## src/rtl/kcmr_pkg.sv

```systemverilog
// Package: shared types and constants for the key chord macro recorder.
package kcmr_pkg;

    localparam logic [9:0] K_LCTRL  = 10'd29;
    localparam logic [9:0] K_LSHIFT = 10'd42;
    localparam logic [9:0] K_LALT   = 10'd56;

    localparam logic [1:0] VAL_RELEASE = 2'd0;
    localparam logic [1:0] VAL_PRESS   = 2'd1;

    typedef enum logic [1:0] {
        ST_IDLE,
        ST_READ,
        ST_PLAY
    } t_state;

    // digit key bound to a slot: slot 0 is key 0 (code 11), others slot+1
    function automatic logic [9:0] digit_key(input logic [3:0] slot);
        logic [9:0] d;
        d = (slot == 4'd0) ? 10'd11 : {6'd0, slot} + 10'd1;
        return d;
    endfunction

endpackage

```

## src/rtl/kcmr_mem.sv

```systemverilog
// Event memory: one synchronous write port, one registered read port.
module kcmr_mem #(
    parameter int DEPTH = 320,
    parameter int AW    = 9
) (
    input  logic          i_clk,
    input  logic          i_we,
    input  logic [AW-1:0] i_waddr,
    input  logic [11:0]   i_wdata,
    input  logic [AW-1:0] i_raddr,
    output logic [11:0]   o_rdata
);
    logic [11:0] r_mem [DEPTH];
    logic [11:0] r_rdata;

    always_ff @(posedge i_clk) begin
        if (i_we) begin
            r_mem[i_waddr] <= i_wdata;
        end
        r_rdata <= r_mem[i_raddr];
    end

    assign o_rdata = r_rdata;
endmodule

```

## src/rtl/key_chord_macro_recorder.sv

```systemverilog
// Top level: key chord macro recorder with stored-event replay.
// Each input transaction is one key event. An event that does not trigger a
// replay is accepted without stalling the input. A replay reads the slot's
// stored events from an event memory with a registered read port. Each event
// passes through a read state and then a play state, and leaves as one output
// transaction. A replay of n events, at most MACRO_DEPTH, keeps the input
// stalled until its last event has been played, and longer while the output
// is stalled. Held keys, flags and per-slot lengths live in flip-flops; the
// events themselves live in a SLOTS*MACRO_DEPTH memory that needs no clearing
// since only written entries are ever read back.
module key_chord_macro_recorder #(
    parameter int SLOTS       = 10,
    parameter int MACRO_DEPTH = 32
) (
    input  logic       i_clk,
    input  logic       i_rst_n,
    input  logic       i_valid,
    output logic       o_stall,
    input  logic [9:0] i_key_code,
    input  logic [1:0] i_key_value,
    output logic       o_valid,
    input  logic       i_stall,
    output logic [9:0] o_replay_code,
    output logic [1:0] o_replay_value,
    output logic       o_sync_after,
    output logic       o_last_of_run
);
    localparam int LW = $clog2(MACRO_DEPTH + 1);
    localparam int SW = 4;
    localparam int MD = SLOTS * MACRO_DEPTH;
    localparam int AW = $clog2(MD);
    localparam int CW = LW + 1;

    // held-key tracker
    logic        r_hv [3];
    logic [9:0]  r_hk [3];
    logic        r_arm, r_rec;
    logic [SW-1:0] r_rslot, r_pslot;
    logic        r_pend;
    logic [SLOTS-1:0] r_def;
    logic [LW-1:0] r_len [SLOTS];

    kcmr_pkg::t_state r_state, n_state;
    logic [LW-1:0]    r_cnt, r_n;
    logic [SW-1:0]    r_ps;
    logic signed [CW-1:0] r_acc;
    logic             r_ovalid;
    logic [9:0]       r_ocode;
    logic [1:0]       r_oval;
    logic             r_osync, r_olast;

    logic acc_in;
    assign acc_in = i_valid && !o_stall;
    assign o_stall = (r_state != kcmr_pkg::ST_IDLE);

    // next held set after this event
    logic       hv_n [3];
    logic [9:0] hk_n [3];
    always_comb begin
        logic done;
        for (int k = 0; k < 3; k++) begin
            hv_n[k] = r_hv[k];
            hk_n[k] = r_hk[k];
        end
        done = 1'b0;
        if (i_key_value == kcmr_pkg::VAL_PRESS) begin
            for (int k = 0; k < 3; k++) begin
                if (!done && !r_hv[k]) begin
                    hv_n[k] = 1'b1;
                    hk_n[k] = i_key_code;
                    done = 1'b1;
                end
            end
        end else if (i_key_value == kcmr_pkg::VAL_RELEASE) begin
            for (int k = 0; k < 3; k++) begin
                if (!done && r_hv[k] && r_hk[k] == i_key_code) begin
                    hv_n[k] = 1'b0;
                    done = 1'b1;
                end
            end
        end
    end

    // chord classification
    logic           empty_c, rec_c, slot_hit;
    logic [SW-1:0]  hit_slot;
    always_comb begin
        logic [1:0] h;
        logic [9:0] d;
        empty_c = !hv_n[0] && !hv_n[1] && !hv_n[2];
        h = 2'd0;
        for (int k = 0; k < 3; k++) begin
            if (hv_n[k] && (hk_n[k] == kcmr_pkg::K_LCTRL || hk_n[k] == kcmr_pkg::K_LALT
                            || hk_n[k] == kcmr_pkg::K_LSHIFT)) begin
                h = h + 2'd1;
            end
        end
        rec_c = !empty_c && (h == 2'd3);
        slot_hit = 1'b0;
        hit_slot = '0;
        for (int s = SLOTS - 1; s >= 0; s--) begin
            d = kcmr_pkg::digit_key(SW'(s));
            h = 2'd0;
            for (int k = 0; k < 3; k++) begin
                if (hv_n[k] && (hk_n[k] == kcmr_pkg::K_LCTRL
                                || hk_n[k] == kcmr_pkg::K_LSHIFT || hk_n[k] == d)) begin
                    h = h + 2'd1;
                end
            end
            if (r_def[s] && h == 2'd3) begin
                slot_hit = 1'b1;
                hit_slot = SW'(s);
            end
        end
        if (empty_c || rec_c) begin
            slot_hit = 1'b0;
        end
    end

    // memory ports
    logic          mem_we;
    logic [AW-1:0] mem_wa, mem_ra;
    logic [11:0]   mem_rd;
    logic [LW-1:0] cur_len;
    logic [LW-1:0] rd_idx;
    assign cur_len = r_len[r_rslot];

    logic stop_ev, start_ev, store_ev, play_ev, cont;
    assign stop_ev  = rec_c && r_rec;
    assign start_ev = !rec_c && r_arm && empty_c;
    assign cont     = !stop_ev && !start_ev;
    assign store_ev = cont && r_rec && (cur_len < LW'(MACRO_DEPTH));
    assign play_ev  = cont && (r_pend || slot_hit) && empty_c;

    // hold the read address of the event on show while the output is stalled
    assign rd_idx = (r_state == kcmr_pkg::ST_PLAY) ? r_cnt - LW'(1) : r_cnt;

    assign mem_we = acc_in && store_ev;
    assign mem_wa = AW'(r_rslot * MACRO_DEPTH) + AW'(cur_len);
    assign mem_ra = AW'(r_ps * MACRO_DEPTH) + AW'(rd_idx);

    kcmr_mem #(.DEPTH(MD), .AW(AW)) u_mem (
        .i_clk   (i_clk),
        .i_we    (mem_we),
        .i_waddr (mem_wa),
        .i_wdata ({i_key_value, i_key_code}),
        .i_raddr (mem_ra),
        .o_rdata (mem_rd)
    );

    // control state
    always_ff @(posedge i_clk) begin
        if (!i_rst_n) begin
            for (int k = 0; k < 3; k++) begin
                r_hv[k] <= 1'b0;
            end
            r_arm   <= 1'b0;
            r_rec   <= 1'b0;
            r_rslot <= '0;
            r_pend  <= 1'b0;
            r_pslot <= '0;
            r_def   <= '0;
            for (int s = 0; s < SLOTS; s++) begin
                r_len[s] <= '0;
            end
        end else if (acc_in) begin
            for (int k = 0; k < 3; k++) begin
                r_hv[k] <= hv_n[k];
                r_hk[k] <= hk_n[k];
            end
            if (stop_ev) begin
                r_arm <= 1'b0;
                r_rec <= 1'b0;
                r_len[r_rslot] <= (cur_len >= LW'(2)) ? cur_len - LW'(2) : '0;
                r_def[r_rslot] <= 1'b1;
                r_rslot <= (r_rslot == SW'(SLOTS - 1)) ? '0 : r_rslot + SW'(1);
            end else if (start_ev) begin
                r_arm <= 1'b0;
                r_rec <= 1'b1;
                r_len[r_rslot] <= '0;
            end else begin
                if (rec_c) begin
                    r_arm <= 1'b1;
                end
                if (store_ev) begin
                    r_len[r_rslot] <= cur_len + LW'(1);
                end
                if (slot_hit) begin
                    r_pend  <= 1'b1;
                    r_pslot <= hit_slot;
                end
                if (play_ev) begin
                    r_pend <= 1'b0;
                end
            end
        end
    end

    // replay sequencer
    logic [SW-1:0] play_slot;
    logic [LW-1:0] play_len;
    assign play_slot = slot_hit ? hit_slot : r_pslot;
    assign play_len  = (store_ev && play_slot == r_rslot) ? cur_len + LW'(1)
                                                          : r_len[play_slot];

    logic o_free;
    assign o_free = !r_ovalid || !i_stall;

    always_comb begin
        n_state = r_state;
        case (r_state)
            kcmr_pkg::ST_IDLE: begin
                if (acc_in && play_ev && play_len != '0) begin
                    n_state = kcmr_pkg::ST_READ;
                end
            end
            kcmr_pkg::ST_READ: begin
                n_state = kcmr_pkg::ST_PLAY;
            end
            kcmr_pkg::ST_PLAY: begin
                if (o_free) begin
                    n_state = (r_cnt == r_n) ? kcmr_pkg::ST_IDLE : kcmr_pkg::ST_READ;
                end
            end
            default: n_state = kcmr_pkg::ST_IDLE;
        endcase
    end

    logic signed [CW-1:0] acc_nx;
    assign acc_nx = (mem_rd[11:10] != kcmr_pkg::VAL_RELEASE) ? r_acc + CW'(1)
                                                              : r_acc - CW'(1);

    always_ff @(posedge i_clk) begin
        if (!i_rst_n) begin
            r_state  <= kcmr_pkg::ST_IDLE;
            r_ovalid <= 1'b0;
            r_cnt    <= '0;
        end else begin
            r_state <= n_state;
            if (r_state == kcmr_pkg::ST_PLAY && o_free) begin
                r_ovalid <= 1'b1;
            end else if (!i_stall) begin
                r_ovalid <= 1'b0;
            end
            case (r_state)
                kcmr_pkg::ST_IDLE: begin
                    r_ps  <= play_slot;
                    r_n   <= play_len;
                    r_cnt <= '0;
                    r_acc <= '0;
                end
                kcmr_pkg::ST_READ: begin
                    r_cnt <= r_cnt + LW'(1);
                end
                kcmr_pkg::ST_PLAY: begin
                    if (o_free) begin
                        r_ocode  <= mem_rd[9:0];
                        r_oval   <= mem_rd[11:10];
                        r_osync  <= (acc_nx == '0);
                        r_olast  <= (r_cnt == r_n);
                        r_acc    <= acc_nx;
                    end
                end
                default: ;
            endcase
        end
    end

    assign o_valid        = r_ovalid;
    assign o_replay_code  = r_ocode;
    assign o_replay_value = r_oval;
    assign o_sync_after   = r_osync;
    assign o_last_of_run  = r_olast;

`ifndef SYNTHESIS
    a_no_accept_busy: assert property (@(posedge i_clk) disable iff (!i_rst_n)
        (r_state != kcmr_pkg::ST_IDLE) |-> o_stall)
        else $error("input accepted during replay");
    a_cnt_bound: assert property (@(posedge i_clk) disable iff (!i_rst_n)
        (r_state == kcmr_pkg::ST_PLAY) |-> (r_cnt <= r_n && r_cnt != '0))
        else $error("replay index out of range");
    a_len_bound: assert property (@(posedge i_clk) disable iff (!i_rst_n)
        r_len[r_rslot] <= LW'(MACRO_DEPTH))
        else $error("slot length past depth");
`endif
endmodule
```

## config.mk

```make
export PLATFORM = sky130hd
export DESIGN_NAME = key_chord_macro_recorder
export DESIGN_NICKNAME = d
export VERILOG_FILES = /design/src/rtl/kcmr_pkg.sv /design/src/rtl/kcmr_mem.sv /design/src/rtl/key_chord_macro_recorder.sv
export SDC_FILE = /design/constraint.sdc
export NUM_CORES = 2
export LEC_CHECK = 0
export CAP_MARGIN = 20
export CORE_ASPECT_RATIO = 1.4
export CORE_MARGIN = 2
export CORE_UTILIZATION = 55
export CTS_CLUSTER_DIAMETER = 60
export DETAILED_ROUTE_END_ITERATION = 12
export DONT_BUFFER_PORTS = 1
export GPL_TIMING_DRIVEN = 0
export PLACE_DENSITY = 0.7
export RECOVER_POWER = 100
export SLEW_MARGIN = 20
export SYNTH_ARGS = -nofsm -noshare
export SYNTH_HDL_FRONTEND = slang
export SYNTH_SLANG_ARGS = --single-unit
```

## constraint.sdc

```tcl
create_clock -name i_clk -period 10.25 [get_ports i_clk]
set_input_delay 1.5375 -clock i_clk [delete_from_list [all_inputs] [get_ports i_clk]]
set_output_delay 1.5375 -clock i_clk [all_outputs]
set_load 0.02 [all_outputs]
```

**Yosys cells after proc, flatten, opt, wreduce, memory -nomap -nowiden**

Memories as Yosys holds them, arrays and structs flattened. A register that Yosys moved wholly into a read port is not among the register bits.
Cells that the tools add are included.

- Eq/ne operators: 62
- Muxes and demuxes: 130
- Magnitude comparators: 4
- Reduce and logical (&&, ||, !) cells: 147
- Bitwise gates (word level): 8
- Add/subtract/negate cells: 31

Operators by type and width:

| kind | number |
|---|---|
| 10-bit by 3-bit == test with 1-bit output (second input constant) | 12 |
| 10-bit by 4-bit == test with 1-bit output (second input constant) | 12 |
| 1-bit 2-to-1 mux | 73 |
| 1-bit logical AND | 68 |
| 10-bit by 2-bit == test with 1-bit output (second input constant) | 6 |
| 10-bit by 6-bit == test with 1-bit output (second input constant) | 6 |
| 4-bit 2-to-1 mux | 15 |
| 2-bit 2-to-1 mux | 24 |
| 2-bit by 1-bit adder with 2-bit output (second input constant) | 22 |
| 1-bit logical OR | 42 |
| 6-bit 2-to-1 mux | 6 |
| 10-bit == test | 3 |
| 10-bit by 5-bit == test with 1-bit output (second input constant) | 3 |
| 10-bit 2-to-1 mux | 3 |
| 30-bit 2-to-1 mux | 1 |
| 2-bit == test (second input constant) | 12 |
| 9-bit by 6-bit adder with 9-bit output | 2 |
| 1-bit logical NOT | 16 |
| 7-bit 2-to-1 mux | 2 |
| 7-bit case mux with 2 select lines | 1 |
| 6-bit by 1-bit adder with 6-bit output (second input constant) | 2 |
| 6-bit case mux with 2 select lines | 1 |
| 2-bit nonzero test | 6 |
| 10-bit OR | 1 |
| other kinds (28) | 43 |

- Bits of input ports: 16
- Logic and storage cells: 402
- Memory bits (writable): 3933
- Flip-flop bits (word level): 61
- Memories kept: 4

Memories:

| name | words | bits a word | rd ports | clocked after Yosys merged registers in | write ports | RTL line | text |
|---|---|---|---|---|---|---|---|
| u_mem.r_mem | 320 | 12 | 1 | 1 | 1 | kcmr_mem.sv:13 | `logic [11:0] r_mem [DEPTH];` |
| r_len | 10 | 6 | 2 | 1 | 10 | key_chord_macro_recorder.sv:41 | `logic [LW-1:0] r_len [SLOTS];` |
| r_hk | 3 | 10 | 3 | 0 | 3 | key_chord_macro_recorder.sv:36 | `logic [9:0] r_hk [3];` |
| r_hv | 3 | 1 | 3 | 0 | 3 | key_chord_macro_recorder.sv:35 | `logic r_hv [3];` |

**Longest topological paths before layout**

- Depth after elaboration: 44
- Mapped depth: 28
- Mapped depth without buffers: 26

**Cells and area by module**

Synthesis repeated with hierarchy kept, for this count alone.

- Cell total of the unflattened synthesis: 7999
- Area, all modules: 160375.1 um^2

Modules (own cells, without submodules):

| module | sequential area each (um^2) | times used | area each (um^2) | cells an instance |
|---|---|---|---|---|
| kcmr_mem | 115550.8 | 1 | 148453.6 | 6877 |
| key_chord_macro_recorder | 5485.3 | 1 | 11921.4 | 1122 |

**Worst setup path before layout**

No wires, ideal clock.

- Path type: input to register
- Start point: input port i_key_value[0]
- End point: register r_state[0]
- Cell stages on the path: 23
- Required time: 10130 ps
- Setup slack: 2651 ps
- Arrival time: 7479 ps
- Setup time: 120 ps
- Path buffers: 2
- Path through: nor2b_1 > and2b_1 > clkbuf_1 > mux2_2 > or2_2 > inv_1 > nand2_1 > nor4b_1 > clkbuf_1 > o21a_1 > inv_1 > ha_1 > or3b_2 > mux2i_1 > nor4_4 > a31oi_4 > mux2i_4 > inv_4 > mux4_2 > a2111o_1 > a31o_1 > or4b_1 > o31a_1

RTL lines:

| element | RTL line | text |
|---|---|---|
| from (decl) | key_chord_macro_recorder.sv:20 | `input logic [1:0] i_key_value,` |
| to (signal assigned) | key_chord_macro_recorder.sv:235 | `r_state <= kcmr_pkg::ST_IDLE;` |
| to (signal assigned) | key_chord_macro_recorder.sv:239 | `r_state <= n_state;` |
| to (decl) | key_chord_macro_recorder.sv:43 | `kcmr_pkg::t_state r_state, n_state;` |

**Final worst setup path**

- Start point: input port i_key_value[0]
- End point: register r_state[0]

- Cells in the longest elaborated chain, start to end: 32

RTL lines:

| element | RTL line | text |
|---|---|---|
| 2-bit by 1-bit == test with 1-bit output | key_chord_macro_recorder.sv:66 | `if (i_key_value == kcmr_pkg::VAL_PRESS) begin` |
| 30-bit 2-to-1 mux | key_chord_macro_recorder.sv:66 |  |
| 10-bit by 5-bit == test with 1-bit output / 10-bit by 6-bit == test with 1-bit output (equally long branches) | -- |  |
| 1-bit logical OR (2 in series) | key_chord_macro_recorder.sv:106 | `\|\| hk_n[k] == kcmr_pkg::K_LSHIFT \|\| hk_n[k] == d)) begin` |
| 1-bit logical AND | key_chord_macro_recorder.sv:105 | `if (hv_n[k] && (hk_n[k] == kcmr_pkg::K_LCTRL` |
| 1-bit 2-to-1 mux | key_chord_macro_recorder.sv:105 |  |
| 2-bit by 1-bit adder with 2-bit output | key_chord_macro_recorder.sv:107 | `h = h + 2'd1;` |
| 2-bit 2-to-1 mux | key_chord_macro_recorder.sv:105 |  |
| [16 not listed] | -- |  |
| net play_slot[1] | key_chord_macro_recorder.sv:200 | `logic [SW-1:0] play_slot;` |
| branches (longest 2 deep; another with memory read 10 x 6 bit) | -- |  |
| 6-bit 2-to-1 mux * | key_chord_macro_recorder.sv:203 | `assign play_len = (store_ev && play_slot == r_rslot) ? cur_len + LW'(1)` |
| net play_len[2] | key_chord_macro_recorder.sv:201 | `logic [LW-1:0] play_len;` |
| 6-bit nonzero test * | key_chord_macro_recorder.sv:213 | `if (acc_in && play_ev && play_len != '0) begin` |
| 1-bit logical AND * | key_chord_macro_recorder.sv:213 |  |
| 2-bit inequality test (no line) * | -- |  |
| 2-bit AND reduction (no line) * | -- |  |

Mark *: on every way through the listed nets, which the timed path passes.
A chain may end at the register's enable or synchronous reset.

==> key figures <==
Critical path
  – Reg2Reg Setup Slack: 1.86 ns
  – CP Max Fanout: 166
  – Critical R2R Launch: r_state[1]
  – Worst Setup Start Kind: input pin
  – Most frequent cell on the critical path: mux2i_1
  – WP data required: 11.05 ns
  – Critical path's slowest cell: a31oi_1
  – Slowest stage delay, CP: 0.71 ns
  – CP Capture Type: register
  – Reg2Reg Depth: 15
  – R2R Path End: u_mem.o_rdata[5]
  – Critical Path AT: 10.51 ns
  – WS Path Type: input pin to register

Power and ir drop
  – Logic pwr share: 0.006
  – Clk network pwr share: 0.429
  – Seq pwr share: 0.565
  – Leak: 55.7 nW
  – Sw Pwr: roughly 6.3 mW
  – Design internal power: approximately 26 mW
  – Pwr Density: 183 nW/um^2
  – Switching part of the total: 0.194
  – Peak VDD IR: 0.000132 V

Place
  – Placed cell area: between 150000 and 200000 um^2
  – Placed insts: approximately 11000
  – GPL Wtd Cong: approximately 0.93
  – IO Port Bufs: 0
  – DP Wirelength: between 200 and 300 mm

Hold path
  – Hold EP: o_replay_code[5]
  – Hold path depth: 0
  – Hold Crit Class: register to register
  – Worst hold start: u_mem.o_rdata[5]

CTS
  – TritonCTS clock tree: done
  – Post CTS Setup Buffer Count: 0
  – CTS buffer count: 372
  – Clk slew on worst S/H paths: 0.06 ns
  – Cells resized by post-CTS repair: 0
  – CTS Sinks: 4046
  – CTS Hold Buffers Added: 0
  – Max clock buf depth: 4
  – Root Buffer: clkbuf_16
  – Worst-Skew Late Latency: between 0.9 and 1 ns
  – H-tree levels: 5

Cells and area
  – Fraction of layout cells with a size suffix above 1: 0.263
  – Fin area: 176000 um^2
  – Synthesis-to-layout area growth: 10.9%
  – Final cell count without fillers: 11500
  – Fin nets: 7496

Detailed routing
  – Drt total wl: 415 mm
  – 1st-pass router iterations: 6
  – Via count: 76000
  – Antenna-violating nets left: 0
  – Drt initial violations: 10300
  – Post-route DRC: 0
  – Avg WL per Cell: 36.1 um
  – Routed vias/inst: 6.60

STA
  – Total negative setup slack: 0 ns
  – RSZ-0062 raised after global routing: false
  – Tightest Pin Transition: 1.74 ns
  – Slew Limit Fails: between 200 and 250
  – Crit share post-route: 0.948
  – Final min period: a little under 10 ns
  – Fmax: 103 MHz
  – Endpoints failing setup: 0
  – Clk_skew: ~0.042 ns
  – Final hold vios: 0
  – Max_slew headroom: -0.160

Synth
  – Most frequent cell after synthesis: edfxtp_1
  – Syn_area_per_cell: ~23 um^2
  – Mapped cell area: 159000 um^2
  – Post-Synthesis Cells: about 7000
  – Ys async rst share: 0
  – Share of the synthesized area in the top cell type: 0.755
  – Commonest cells in the synthesized netlist: edfxtp_1, mux4_2, nor2_1
  – Synth Flop Type: edfxtp_1
  – Post-synthesis cell type count: 86
  – Yosys warnings: 0
  – Syn nets: 7061
  – EDFF count, synth: 4000
  – Post-synth top area cell: edfxtp_1
  – Register area share after synthesis: 0.761
  – Yosys reg bits: 4046
  – Area contributors post-synth: edfxtp_1, mux4_2, nor2_1, clkbuf_1, dfxtp_1

Global route
  – Vias in the first global route: between 70000 and 80000
  – Pin count of the biggest net entering global routing: 325
  – Global-route wire length before repair: 581 mm
  – Overflow after GRT: 0
  – Initial antenna violation count: 25
  – GRT Total Usage: 0.283

Die
  – Io pins: 32
  – Initial core utilization: 0.553
  – Die Y: between 600 and 700 um
  – Core box area: 288000 um^2
  – Site Rows: 233
  – Die Span X: roughly 460 um
  – Die Footprint: 294000 um^2

Run status
  – Failing checks: max-capacitance violations, max-slew violations
  – Status: complete, but fails checks

Run
  – Number of max-cap violations: 6
per-stage QoR:
step                      power [mW]  utilization  hold slack, ns  worst slack, ns
after floorplan                 18.6            -           0.386             2.65
after global placement          18.7        0.569           0.392            0.828
after detailed placement        18.7        0.575           0.389            0.901
after CTS                       32.3        0.616           0.405             1.83
after global routing            32.9        0.613           0.409            0.142
final                           32.2        0.613           0.405            0.536
cells by family after synthesis:
logic type,Yosys count,synth area share
buffers and inverters,463,0.0112
adder cells (fa/ha/maj),42,0.00335
flip-flops,4046,0.761
AO/OA/AOI/OAI,156,0.00688
multiplexers,1402,0.191
XOR/XNOR,62,0.00341
AND/OR/NAND/NOR,832,0.0232
routing by layer:
layer / up-vias / global-route usage / share of wire
met5: - / 0 / 0.00026
met4: 18 / 0.165 / 0.069
li1: 30400 / - / -
met2: 3982 / 0.479 / 0.51
met3: 929 / 0.0503 / 0.081
met1: 40700 / 0.345 / 0.34
power groups by stage:
stage | Sequential (mW) | Combinational, mW | Clock [mW]
global placement | 18.6 | 0.116 | 0
detailed placement | 18.6 | 0.120 | 0
floorplan | 18.6 | 0.0850 | 0
global route | 18.2 | 0.206 | 14.5
finish | 18.2 | 0.192 | 13.8
CTS | 18.2 | 0.121 | 13.9
state kept, by name (all words and copies together), names as in the netlist, 6 cells and up, named ones only:
name,cells
r_n,6
u_mem.o_rdata,12
u_mem.r_mem,3840
r_len,96
r_hk,30
o_replay_code,10
r_acc,7
r_cnt,6
r_def,10
cell usage in the layout, fill, tap and decap left out, drive strengths merged, types with 22 or more instances in the layout:
cell / n
o21ai: 34
nand3: 52
ha: 41
mux2i: 57
bufinv: 36
inv: 76
diode: 23
nand2: 151
nor2b: 22
clkbuf: 774
nor2: 475
xnor2: 31
buf: 124
mux2: 40
xor2: 31
a21oi: 33
edfxtp: 4000
clkinv: 170
mux4: 1305
dfxtp: 46
worst max-delay path by stage:
stage / to / from
2_1_floorplan: r_state[0] / i_key_value[0]
3_3_place_gp: u_mem.r_mem[243][10] / i_key_value[0]
3_5_place_dp: r_state[0] / i_key_value[0]
4_1_cts: r_state[0] / i_key_value[0]
5_1_grt: u_mem.r_mem[184][5] / i_key_value[0]
6_report: r_state[0] / i_key_value[0]
critical path, delay by kind of cell:
family / cells / cell delay (ns)
buffers and inverters: 7 / 2.41
adder cells (fa/ha/maj): 1 / 0.28
multiplexers: 4 / 1.66
AND/OR/NAND/NOR: 8 / 2.32
AO/OA/AOI/OAI: 6 / 1.88
cell type report:
type	count	area, um^2
flip-flops and latches	4046	121000
multi-input cells	2494	36300
well taps	3760	4700
fillers	19300	111000
plain buffers	400	1630
clock buffers	437	9740
inverters	63	239
diodes	23	57.6
clock inverters	232	2220
repair buffers	61	453
(Power assumes the default switching activity.)
